===== src/rtl/core/pdd_pkg.sv =====
// Package for the port device detection debouncer.
// Holds the device codes, the per-port state entry type and the sample classifier.
// No dependencies.
package pdd_pkg;

   localparam int unsigned PORT_W = 3;
   localparam int unsigned CODE_W = 4;
   localparam int unsigned CNT_W  = 4;
   localparam int unsigned ID_W   = 32;

   localparam logic [CODE_W-1:0] CODE_NOTHING  = 4'd0;
   localparam logic [CODE_W-1:0] CODE_LIGHT    = 4'd1;
   localparam logic [CODE_W-1:0] CODE_DIAL     = 4'd2;
   localparam logic [CODE_W-1:0] CODE_DISTANCE = 4'd3;
   localparam logic [CODE_W-1:0] CODE_SOUND    = 4'd4;
   localparam logic [CODE_W-1:0] CODE_SERVO    = 4'd5;
   localparam logic [CODE_W-1:0] CODE_MATRIX   = 4'd6;
   localparam logic [CODE_W-1:0] CODE_PLACE    = 4'd7;
   localparam logic [CODE_W-1:0] CODE_UNKNOWN  = 4'd8;

   localparam logic [CNT_W-1:0] COUNT_MAX   = 4'd15;
   localparam logic [CNT_W-1:0] LIMIT_RESET = 4'd5;

   typedef struct packed {
      logic [CODE_W-1:0] pending;
      logic              connecting;
      logic [CNT_W-1:0]  conn_cnt;
      logic [CNT_W-1:0]  disc_cnt;
   } entry_type;

   function automatic logic [CODE_W-1:0] classify(input logic [7:0] v);
      logic [CODE_W-1:0] code;
      if (v > 8'd100 && v <= 8'd110)      code = CODE_LIGHT;
      else if (v > 8'd130 && v <= 8'd140) code = CODE_DIAL;
      else if (v > 8'd100 && v <= 8'd120) code = CODE_DISTANCE;
      else if (v > 8'd110 && v <= 8'd120) code = CODE_SOUND;
      else if (v > 8'd70 && v <= 8'd90)   code = CODE_SERVO;
      else if (v > 8'd20 && v <= 8'd50)   code = CODE_MATRIX;
      else if (v > 8'd180 && v <= 8'd240) code = CODE_PLACE;
      else if (v > 8'd240)                code = CODE_NOTHING;
      else                                code = CODE_UNKNOWN;
      return code;
   endfunction

endpackage


===== src/rtl/core/port_device_detect_debounce_core.sv =====
// Port device detection debouncer, top level.
// Per-port debounce state in a synchronous memory, committed codes in flops.
// Depends on pdd_pkg.

// One item (port index and detection sample) is taken per cycle unless stalled
// and gives one registered result: the port's committed device code and a 32-bit
// identifier packed from the committed codes of all ports. The pending code and
// both debounce counters of each port live in a small synchronous memory
// read when the item is taken and written back as it leaves stage 1; an item for
// the port just updated picks the new entry up from a forwarding register, so
// items may follow each other every cycle in any port order. A full output
// register with rsp_ready low stalls the one pipeline stage and then req_ready.
// A port index beyond the configured ports changes nothing and reports code 0.
// csr_wr_en loads the debounce limit (reset 5); a limit of 15 never commits.
module port_device_detect_debounce_core #(
   parameter int unsigned OUT_PORTS = 4,
   parameter int unsigned IN_PORTS  = 3
) (
   input  logic                               clock,
   input  logic                               reset,
   input  logic                               csr_wr_en,
   input  logic [pdd_pkg::CNT_W-1:0]          csr_wr_data,
   input  logic                               req_valid,
   output logic                               req_ready,
   input  logic [pdd_pkg::PORT_W-1:0]         req_port,
   input  logic [7:0]                         req_sample,
   output logic                               rsp_valid,
   input  logic                               rsp_ready,
   output logic [pdd_pkg::PORT_W-1:0]         rsp_port_out,
   output logic [pdd_pkg::CODE_W-1:0]         rsp_stable_code,
   output logic [pdd_pkg::ID_W-1:0]           rsp_identifier
);

   localparam int unsigned NUM_PORTS = OUT_PORTS + IN_PORTS;
   localparam int unsigned AW = (NUM_PORTS > 1) ? $clog2(NUM_PORTS) : 1;
   localparam logic [pdd_pkg::PORT_W-1:0] PORT_LIMIT = pdd_pkg::PORT_W'(NUM_PORTS);

   logic [pdd_pkg::CNT_W-1:0]  limit_ff;

   pdd_pkg::entry_type         mem [NUM_PORTS];
   logic [NUM_PORTS-1:0]       vld_ff;
   pdd_pkg::entry_type         rd_ff;
   logic [pdd_pkg::CODE_W-1:0] stable_ff [NUM_PORTS];
   logic [pdd_pkg::CODE_W-1:0] stable_in [NUM_PORTS];

   logic                       s1_valid_ff;
   logic [pdd_pkg::PORT_W-1:0] s1_port_ff;
   logic [pdd_pkg::CODE_W-1:0] s1_code_ff;
   logic                       s1_hit_ff;
   pdd_pkg::entry_type         s1_fwd_ff;

   logic                       rsp_valid_ff;
   logic [pdd_pkg::PORT_W-1:0] rsp_port_ff;
   logic [pdd_pkg::CODE_W-1:0] rsp_code_ff;
   logic [pdd_pkg::ID_W-1:0]   rsp_id_ff;

   logic                       out_free;
   logic                       s1_fire;
   logic                       req_fire;
   logic                       req_in_range;
   logic                       s1_in_range;
   logic [AW-1:0]              s1_idx;
   logic [AW-1:0]              req_idx;
   pdd_pkg::entry_type         cur;
   pdd_pkg::entry_type         nxt;
   logic [pdd_pkg::CODE_W-1:0] cur_stable;
   logic [pdd_pkg::CODE_W-1:0] nxt_stable;
   logic [pdd_pkg::CNT_W-1:0]  cnt_inc;
   logic [pdd_pkg::ID_W-1:0]   id_in;

   assign out_free     = !rsp_valid_ff || rsp_ready;
   assign s1_fire      = s1_valid_ff && out_free;
   assign req_ready    = !s1_valid_ff || out_free;
   assign req_fire     = req_valid && req_ready;
   assign req_in_range = req_port < PORT_LIMIT;
   assign s1_in_range  = s1_port_ff < PORT_LIMIT;
   assign s1_idx       = s1_port_ff[AW-1:0];
   assign req_idx      = req_port[AW-1:0];

   always_comb begin
      if (s1_hit_ff) begin
         cur = s1_fwd_ff;
      end else if (s1_in_range && vld_ff[s1_idx]) begin
         cur = rd_ff;
      end else begin
         cur = '0;
      end
      cur_stable = s1_in_range ? stable_ff[s1_idx] : pdd_pkg::CODE_NOTHING;
      nxt        = cur;
      nxt_stable = cur_stable;
      cnt_inc    = '0;
      if (s1_code_ff != pdd_pkg::CODE_NOTHING) begin
         nxt.disc_cnt = '0;
         if (cur_stable == pdd_pkg::CODE_NOTHING && !cur.connecting) begin
            nxt.connecting = 1'b1;
            nxt.pending    = s1_code_ff;
         end else if (cur.connecting && cur.pending == s1_code_ff) begin
            cnt_inc = (cur.conn_cnt < pdd_pkg::COUNT_MAX) ? cur.conn_cnt + 1'b1 : cur.conn_cnt;
            nxt.conn_cnt = cnt_inc;
            if (cnt_inc > limit_ff) begin
               nxt_stable     = s1_code_ff;
               nxt.connecting = 1'b0;
               nxt.conn_cnt   = '0;
            end
         end else begin
            nxt.connecting = 1'b0;
            nxt.conn_cnt   = '0;
            nxt.pending    = pdd_pkg::CODE_NOTHING;
         end
      end else begin
         cnt_inc = (cur.disc_cnt < pdd_pkg::COUNT_MAX) ? cur.disc_cnt + 1'b1 : cur.disc_cnt;
         nxt.disc_cnt = cnt_inc;
         if (cnt_inc > limit_ff) begin
            nxt.disc_cnt = '0;
            nxt_stable   = pdd_pkg::CODE_NOTHING;
         end
      end
   end

   always_comb begin
      for (int i = 0; i < NUM_PORTS; i++) begin
         stable_in[i] = stable_ff[i];
      end
      if (s1_fire && s1_in_range) begin
         stable_in[s1_idx] = nxt_stable;
      end
   end

   always_comb begin
      id_in = '0;
      for (int i = 0; i < OUT_PORTS; i++) begin
         id_in[28 - 4*i +: 4] = stable_in[i];
      end
      for (int j = 0; j < IN_PORTS; j++) begin
         id_in[11 - 5*j +: 5] = {1'b0, stable_in[OUT_PORTS + j]};
      end
   end

   always_ff @(posedge clock) begin
      if (s1_fire && s1_in_range) begin
         mem[s1_idx] <= nxt;
      end
      if (req_fire && req_in_range) begin
         rd_ff <= mem[req_idx];
      end
      if (req_fire) begin
         s1_port_ff <= req_port;
         s1_code_ff <= pdd_pkg::classify(req_sample);
         s1_hit_ff  <= s1_fire && s1_in_range && (s1_port_ff == req_port);
         s1_fwd_ff  <= nxt;
      end
      if (s1_fire) begin
         rsp_port_ff <= s1_port_ff;
         rsp_code_ff <= s1_in_range ? nxt_stable : pdd_pkg::CODE_NOTHING;
         rsp_id_ff   <= id_in;
      end
   end

   always_ff @(posedge clock) begin
      if (reset) begin
         limit_ff     <= pdd_pkg::LIMIT_RESET;
         vld_ff       <= '0;
         s1_valid_ff  <= 1'b0;
         rsp_valid_ff <= 1'b0;
         for (int i = 0; i < NUM_PORTS; i++) begin
            stable_ff[i] <= pdd_pkg::CODE_NOTHING;
         end
      end else begin
         if (csr_wr_en) begin
            limit_ff <= csr_wr_data;
         end
         if (s1_fire && s1_in_range) begin
            vld_ff[s1_idx] <= 1'b1;
         end
         for (int i = 0; i < NUM_PORTS; i++) begin
            stable_ff[i] <= stable_in[i];
         end
         if (req_fire) begin
            s1_valid_ff <= 1'b1;
         end else if (s1_fire) begin
            s1_valid_ff <= 1'b0;
         end
         if (s1_fire) begin
            rsp_valid_ff <= 1'b1;
         end else if (rsp_ready) begin
            rsp_valid_ff <= 1'b0;
         end
      end
   end

   assign rsp_valid       = rsp_valid_ff;
   assign rsp_port_out    = rsp_port_ff;
   assign rsp_stable_code = rsp_code_ff;
   assign rsp_identifier  = rsp_id_ff;

endmodule


===== config.mk =====
export PLATFORM = sky130hd
export DESIGN_NAME = port_device_detect_debounce_core
export DESIGN_NICKNAME = d
export VERILOG_FILES = /design/src/rtl/core/pdd_pkg.sv /design/src/rtl/core/port_device_detect_debounce_core.sv
export SDC_FILE = /design/constraint.sdc
export NUM_CORES = 1
export LEC_CHECK = 0
export BUFFER_PORTS_ARGS = -buffer_cell sky130_fd_sc_hd__buf_4
export CORE_AREA = 2 2 154 156
export DETAILED_ROUTE_END_ITERATION = 10
export DIE_AREA = 0 0 156 158
export GPL_ROUTABILITY_DRIVEN = 0
export PLACE_DENSITY = 0.57
export SLEW_MARGIN = 0
export SYNTH_ARGS = -nofsm -noshare
export SYNTH_HDL_FRONTEND = slang
export SYNTH_SLANG_ARGS = --single-unit

===== constraint.sdc =====
create_clock -name clock -period 6.7 [get_ports clock]
set_input_delay 0 -clock clock [delete_from_list [all_inputs] [get_ports clock]]
set_output_delay 0 -clock clock [all_outputs]
set_load 0.05 [all_outputs]

Yosys cells after proc, flatten, opt, wreduce, memory -nomap -nowiden --
Memory sizes are Yosys's and may differ from the RTL's. A register that Yosys moved wholly into a read port is not among the register bits. Cells that the tools add are included.
Word-level totals: flip-flop bits (word level) 69, bits in writable memories 119, bits of input ports 20, output and inout port bits 41, logic and storage cells 132, memories 2
Operators by class: add/subtract/negate cells 2, order comparisons 23, eq/ne operators 2, mux-type cells 50, bitwise operators 9, reductions and logical operators 28
Memory list:
- mem | words 7, bits a word 13, read ports 1, clocked after memory_dff 1, wr ports 1, line port_device_detect_debounce_core.sv:40 | pdd_pkg::entry_type mem [NUM_PORTS];
- stable_ff | words 7, bits a word 4, read ports 8, clocked after memory_dff 1, wr ports 7, line port_device_detect_debounce_core.sv:43 | logic [pdd_pkg::CODE_W-1:0] stable_ff [NUM_PORTS];
Operator list (number):
- two-way mux 4 bit | 21
- bitwise mux 28 bit | 1
- two-way mux 28 bit | 1
- two-way mux 13 bit | 2
- > comparator 8 x 7 -> 1 bit, second input constant | 3
- > comparator 8 bit, second input constant | 3
- <= comparator 8 x 7 -> 1 bit, second input constant | 3
- logical AND 1 bit | 17
- <= comparator 8 bit, second input constant | 2
- two-way mux 3 bit | 5
- two-way mux 5 bit | 3
- demux 4 bit (select 3 bit) | 1
- two-way mux 1 bit | 11
- two-way mux 9 bit | 1
- adder 4 x 1 -> 4 bit, second input constant | 2
- > comparator 4 bit | 2
- > comparator 8 x 5 -> 1 bit, second input constant | 1
- <= comparator 8 x 6 -> 1 bit, second input constant | 1
- < comparator 4 bit, second input constant | 2
- OR 1 bit | 7
- OR 7 bit | 1
- OR reduction 7 bit | 1
- < comparator 3 bit, second input constant | 2
- == test 4 bit | 1
- other kinds (15) | 20

Depth between registers and ports, before layout --
Gate-level depths: netlist of the first run.
depth in word-level cells 15, mapped depth 18, gate-level depth less buffers 15

Worst setup path before layout of the first run --
OpenSTA, ideal clock, no wires.
path type register to register, start point register s1_port_ff (netlist bit s1_idx[1]), end point memory mem[0][6] (netlist name) (data pin), setup time 0.278 ns, arrival 4.373 ns, data required time 6.422 ns, setup slack 2.049 ns, stages on the path, launching flop included 18, path buffers 2, clock period less this slack 4.651 ns, path through edfxtp_1 -> buf_6 -> mux2i_1 -> o22ai_2 -> or3_1 -> buf_2 -> a22o_1 -> ha_1 -> and3_4 -> mux2_2 -> ha_1 -> nor2b_1 -> o21a_1 -> o21a_1 -> o21ai_0 -> nor3b_1 -> o211ai_1 -> o31ai_1
RTL lines:
- start, declared | line port_device_detect_debounce_core.sv:47 | logic [pdd_pkg::PORT_W-1:0] s1_port_ff;
- start signal, assigned | line port_device_detect_debounce_core.sv:147 | s1_port_ff <= req_port;
- end, declared | line port_device_detect_debounce_core.sv:40

==> results by group, run 1 <==
Global routing
  • Largest net degree at the start of global routing: 45
  • First-pass GRT wire length: 32700 um
  • GRT Util Overall: 17.4%
  • Vias in the first global route: 6075
  • GRT overflow: 0
  • Initial antenna violation count: 0

Route
  • Via density: 5.55
  • Vias: 5840
  • Drc violations: 0
  • Routed WL: 21300 um
  • Final ANT Viol Nets: 0
  • Starting DRT DRC Count: 323
  • Average wire per standard cell: 20.2 um
  • TritonRoute pass-1 iters: 4

Hold path
  • Hold Path Sink: s1_idx[2]
  • Hold depth: 1
  • Hold Crit Class: primary input to flip-flop
  • Hold path start: req_port[2]

Setup path
  • Origin of the critical flop-to-flop path: s1_idx[0]
  • CP bufs+invs: 0
  • Slowest stage cell, crit path: o31ai_1
  • Slowest stage delay, CP: 0.70 ns
  • Crit-path max FO: 13
  • R2R Setup Slk: 0.73 ns
  • Critical path, cell by cell: or2b_2 -> o22ai_2 -> or3_1 -> a22o_1 -> ha_1 -> and3_4 -> mux2_2 -> ha_1 -> nor2b_1 -> o21a_1 -> o21a_1 -> o21ai_0 -> nor3b_1 -> o211ai_1 -> o31ai_1
  • Worst Path Arrival: 6.16 ns
  • Reg2reg end: mem[1][6]
  • R2R depth: 15
  • Crit path from: s1_idx[0]
  • CP delay by family, top: compound AO/OA/AOI/OAI gates
  • Worst setup SP type: flip-flop
  • Worst Setup Path Type: flip-flop to flip-flop
  • WP data required: 6.89 ns
  • Crit path capture type: flip-flop

Synth
  • Synth cell count leaders: 160 x edfxtp_1, 65 x nor2_1, 47 x nand2_1
  • Mean post-synth cell area: 13.3 sq um
  • Most used DFF post-synth: edfxtp_1
  • Count leader, synth: edfxtp_1
  • Sequential-to-total area share from yosys stat: 62.8%
  • Asr flop ratio synth: 0%
  • Synth top area share: 53.1%
  • Post-synth EDFFs: 160
  • Largest area contributor in the netlist: edfxtp_1
  • Register bit total from synthesis: 204
  • Instance count of the mapped netlist: 680
  • Ys Warns: 0
  • Post-synth cell types: 66
  • Synth top area cells: edfxtp_1 53%, dfxtp_1 9.7%, mux2i_1 3.9%
  • Synthesized area: 9060 sq um

Pwr
  • Pwr Total: 2.96 mW
  • PwrDens: 277 nW/um^2
  • Leakage: 3.80 nW
  • Max VDD drop: 0.141 mV

Die
  • IO Pins: 61
  • Die Area: 24600 sq um
  • Chip height: 158 um
  • Die width: 156 um
  • Core Region: 23100 sq um
  • Row cnt: 56
  • Initial Util: 39.3%

Clock network
  • Root Driver: clkbuf_16
  • Cts bufs inserted: 23
  • Clock tree buffer depth: 3
  • Num Clock Sinks: 204
  • Reg clk slew, reported paths: 0.06 ns
  • CTS tree: built
  • Htree depth: 1
  • Worst skew pair latency: 0.50 ns

Cells and area
  • Multi-input gate area: 3160 sq um
  • Ratio of cells with drive above 1 in the final layout: 23.8%
  • Register area: 5690 sq um
  • Nets: 776
  • Diodes inserted: 0
  • Number of fill cells: 2055
  • Layout area overhead: 17.8%

Job
  • Max Cap Viol: 0

Timing
  • # setup viols final: 0
  • Setup repair after global routing missed its margin: no
  • Slew at the pin with the worst max-slew slack: 1.18 ns
  • Slew Viols, Final: 0
  • Fin. Hold Viols: 0
  • Layout Skew: 0.0145 ns
  • Fmax: 0.168 GHz
  • Final Cycle Share: 89.1%
  • Final setup TNS: 0 ns
  • Minimum clock period after layout: 5.97 ns
  • Slew margin rel.: 21.4%

Placement
  • Port buffer count: 56
  • Final HPWL DP: 13400 um

Outcome
  • Status: finished, final reports clean
==> worst max path at each step <==
stage,to,slack [ns],cells past startpoint
floorplan,mem[0][6],2.05,17
global placement,mem[0][7],1.18,15
detailed placement,mem[2][6],0.89,15
CTS,mem[1][6],0.87,15
global route,mem[1][6],0.44,15
finish,mem[1][6],0.73,15
==> report_power, final <==
part | internal (mW) | leakage [nW] | switching, mW
combinational | 0.0966 | 1.56 | 0.167
clock | 0.755 | 0.364 | 0.489
sequential | 1.42 | 1.88 | 0.0299
==> sequential cells by signal, summed over array words and instances, names as in the netlist, named ones only <==
register,count
limit_ff,4
rsp_valid,1
s1_idx,3
s1_fwd_ff,13
stable_ff,28
s1_valid_ff,1
rsp_port_out,3
rsp_identifier,28
rd_ff,13
s1_hit_ff,1
s1_code_ff,4
vld_ff,7
mem,91
rsp_stable_code,4
==> routing by layer <==
layer  global-route usage (%)  vias to the layer above  wire, um  part of all wire (%)
met2                     29.6                      150     10000                    47
met3                     3.07                       38      1160                   5.4
li1                         -                     2713         -                     -
met5                        0                        -         0                     0
met1                     22.7                     2939      9550                    45
met4                     5.46                        0       561                   2.6
==> timing repair <==
action                                 CTS  global route
endpoints found under the hold margin   18             0
setup buffers                            0             0
hold buffers                            20             0
resized for setup                        0             0
==> stage by stage <==
stage | setup slack (ns) | area (sq um) | util, % | hold slack, ns | cells
after CTS | 0.871 | 10700 | 46.3 | 0.0108 | 1052
after global routing | 0.440 | 10700 | 46.3 | 0.0368 | 1052
final | 0.731 | 10700 | 46.3 | 0.0252 | 1052
after global placement | 1.18 | 9730 | 42.2 | 0.220 | 991
after detailed placement | 0.885 | 9730 | 42.2 | 0.229 | 991
after floorplan | 2.05 | 9070 | - | 0.0989 | 683
==> logic make-up after synthesis <==
group                    Yosys count  synth area share [%]
AO/OA/AOI/OAI                    154                  12.7
XOR/XNOR                           9                 0.870
adder cells (fa/ha/maj)           10                  1.38
buffers and inverters             56                  2.98
flip-flops                       204                  62.8
multiplexers                      67                  9.46
other                              1                0.0414
AND/OR/NAND/NOR                  179                  9.77
==> area by class of cell <==
cell class / instances / area share, %
clock buffer: 28 / 5.66
tap: 290 / 3.40
clock inverter: 13 / 1.32
timing repair buffer: 85 / 6.45
inverter: 9 / 0.317
multi-input combinational: 423 / 29.6
sequential: 204 / 53.3
==> layout by cell type, fill, tap and decap left out, types with 7 or more instances in the layout <==
cell,instances
a211oi_2,7
nor2b_1,8
inv_1,9
o21a_1,8
nand2_1,47
edfxtp_1,160
mux2i_1,35
buf_4,65
a21oi_2,20
dfxtp_1,44
nand3_1,8
a21oi_1,14
clkbuf_16,23
mux2_2,19
mux4_2,13
o21ai_0,34
dlygate4sd3_1,20
nor2_1,60
a211oi_1,26
ha_1,10
Note: power is estimated with default switching activity, not from simulation.
==> run 2, diff against run 1 <==
==> constraint.sdc (replaced) <==
create_clock -name clock -period 6.7 [get_ports clock]
set_input_delay 0.67 -clock clock [delete_from_list [all_inputs] [get_ports clock]]
set_output_delay 0.67 -clock clock [all_outputs]
set_load 0.05 [all_outputs]
==> run 2 against run 1 <==
Net effect: flip-flop and latch count is the same; sequential share of layout area rose by 1.0 points; cell count shrank 1.9%; sequential power about the same; worst hold slack better by 0.36 ns; critical path depth is the same; register-to-register slack barely moved; via count down 1.6%; die area did not move; critical path type unchanged.
==> results by group, run 2 (synthesized netlist as in run 1, its figures left out) <==
Die
  • Die Area: 24600 sq um
  • Initial Util: 39.3%
  • Row cnt: 56
  • IO Pins: 61
  • Core Region: 23100 sq um
  • Die width: 156 um
  • Chip height: 158 um

Setup path
  • Worst Setup Path Type: flip-flop to flip-flop
  • Crit path capture type: flip-flop
  • R2R Setup Slk: 0.74 ns
  • Worst setup SP type: flip-flop
  • Worst Path Arrival: 6.15 ns
  • WP data required: 6.89 ns
  • CP delay by family, top: compound AO/OA/AOI/OAI gates
  • Crit-path max FO: 13
  • Slowest stage cell, crit path: o31ai_1
  • Slowest stage delay, CP: 0.71 ns
  • Critical path, cell by cell: or2b_2 -> o22ai_2 -> or3_1 -> a22o_1 -> ha_1 -> and3_4 -> mux2_2 -> ha_1 -> nor2b_1 -> o21a_1 -> o21a_1 -> o21ai_0 -> nor3b_1 -> o211ai_1 -> o31ai_1
  • CP bufs+invs: 0

Clock network
  • # Post-CTS Setup Buffers: 0
  • Root Driver: clkbuf_16
  • Htree depth: 1
  • Clock tree buffer depth: 3
  • Reg clk slew, reported paths: 0.06 ns
  • Post-CTS Resized: 0
  • Num Clock Sinks: 204
  • Cts bufs inserted: 23
  • Hold-fix buffers, CTS: 0
  • CTS tree: built
  • Worst skew pair latency: 0.50 ns

Timing
  • Setup repair after global routing missed its margin: no
  • Fin. Hold Viols: 0
  • Minimum clock period after layout: 5.96 ns
  • Slew at the pin with the worst max-slew slack: 1.19 ns
  • Final Cycle Share: 88.9%
  • Layout Skew: 0.0144 ns
  • Slew Viols, Final: 0
  • # setup viols final: 0
  • Fin Hold WS: 0.386 ns
  • Final setup TNS: 0 ns
  • Slew margin rel.: 20.6%
  • Fmax: 0.168 GHz

Pwr
  • Leakage: 3.72 nW
  • Sw Pwr: 0.685 mW
  • Max VDD drop: 0.142 mV
  • Sw Share: 23.3%
  • Pwr Total: 2.95 mW
  • Fraction of power consumed by sequential logic: 49.1%
  • Internal power: 2.26 mW
  • PwrDens: 281 nW/um^2
  • Comb pwr share: 8.6%
  • Clock power share: 42.3%

Cells and area
  • Max FFs per register: 91
  • Ratio of cells with drive above 1 in the final layout: 24.4%
  • Layout area overhead: 15.6%
  • Post-Layout Cell Count: 1032
  • Most frequent cells in the layout: 160 x edfxtp_1, 65 x buf_4, 60 x nor2_1
  • Commonest non-fill, non-tap cell in the layout: edfxtp_1
  • Nets: 756
  • Number of fill cells: 2073
  • Diodes inserted: 0
  • Fin util: 45.4%
  • Top reg by flops: mem

Route
  • Routed WL: 21100 um
  • Starting DRT DRC Count: 326
  • Average wire per standard cell: 20.4 um
  • Final ANT Viol Nets: 0
  • Drc violations: 0
  • Via density: 5.57
  • TritonRoute pass-1 iters: 5
  • Vias: 5748

Global routing
  • Largest net degree at the start of global routing: 45
  • Initial antenna violation count: 0
  • GRT Util Overall: 17.2%
  • Vias in the first global route: 5944
  • Met1 usage: 22.7%
  • First-pass GRT wire length: 32400 um
  • Met2 Usage GRT: 29.2%
  • Met3 Use GR: 3.04%
  • Grt peak-use layer: met2
  • GRT overflow: 0

Outcome
  • Status: finished, final reports clean

Placement
  • Final HPWL DP: 13400 um
  • Inst Count DP: 991
  • Port buffer count: 56

Job
  • Max Cap Viol: 0

Hold path
  • Hold Crit Class: primary input to flip-flop
==> run 2: changes by cell type in the layout (fill, tap and decap cells not counted) <==
cell	previous run	this run
dlygate4sd3_1	20	0
==> run 2: final timing paths <==
check                           depth (start not counted)     endpoint      startpoint
worst max-delay path                                   15    mem[1][6]       s1_idx[0]
worst min-delay path                                    3  limit_ff[2]  csr_wr_data[2]
worst max register to register                         15    mem[1][6]       s1_idx[0]
worst min register to register                          2    vld_ff[0]       vld_ff[0]
==> run 2: cell type report <==
type,instances,area [sq um],area share (%)
Sequential cell,204,5690,54.3
Timing Repair Buffer,65,488,4.66
Clock inverter,13,141,1.35
Tap cell,290,363,3.46
Inverter,9,33.8,0.323
Clock buffer,28,604,5.77
Multi-Input combinational cell,423,3160,30.1
==> run 2: power groups by stage <==
stage / Combinational (mW) / Sequential (mW) / Clock, mW
finish: 0.253 / 1.45 / 1.25
global route: 0.274 / 1.45 / 1.32
CTS: 0.254 / 1.45 / 1.28
detailed placement: 0.253 / 1.47 / 0
global placement: 0.245 / 1.47 / 0
floorplan: 0.161 / 1.49 / 0
==> run 2: layer usage <==
layer  vias up  part of all wire, %
met5         -                    0
met4         0                  2.5
met3        36                  5.3
met2       154                   47
met1      2883                   45
li1       2675                    -
==> run 2: per-stage QoR <==
step	cell area (sq um)	worst slack, ns
detailed placement	9730	0.885
finish	10500	0.741
floorplan	9070	2.05
CTS	10500	0.871
global placement	9730	1.18
global route	10500	0.440
==> run 2: worst min-delay path: stages <==
cell and delay [ns]:
buf_4 0.08, nand2_1 0.04, o211ai_1 0.06
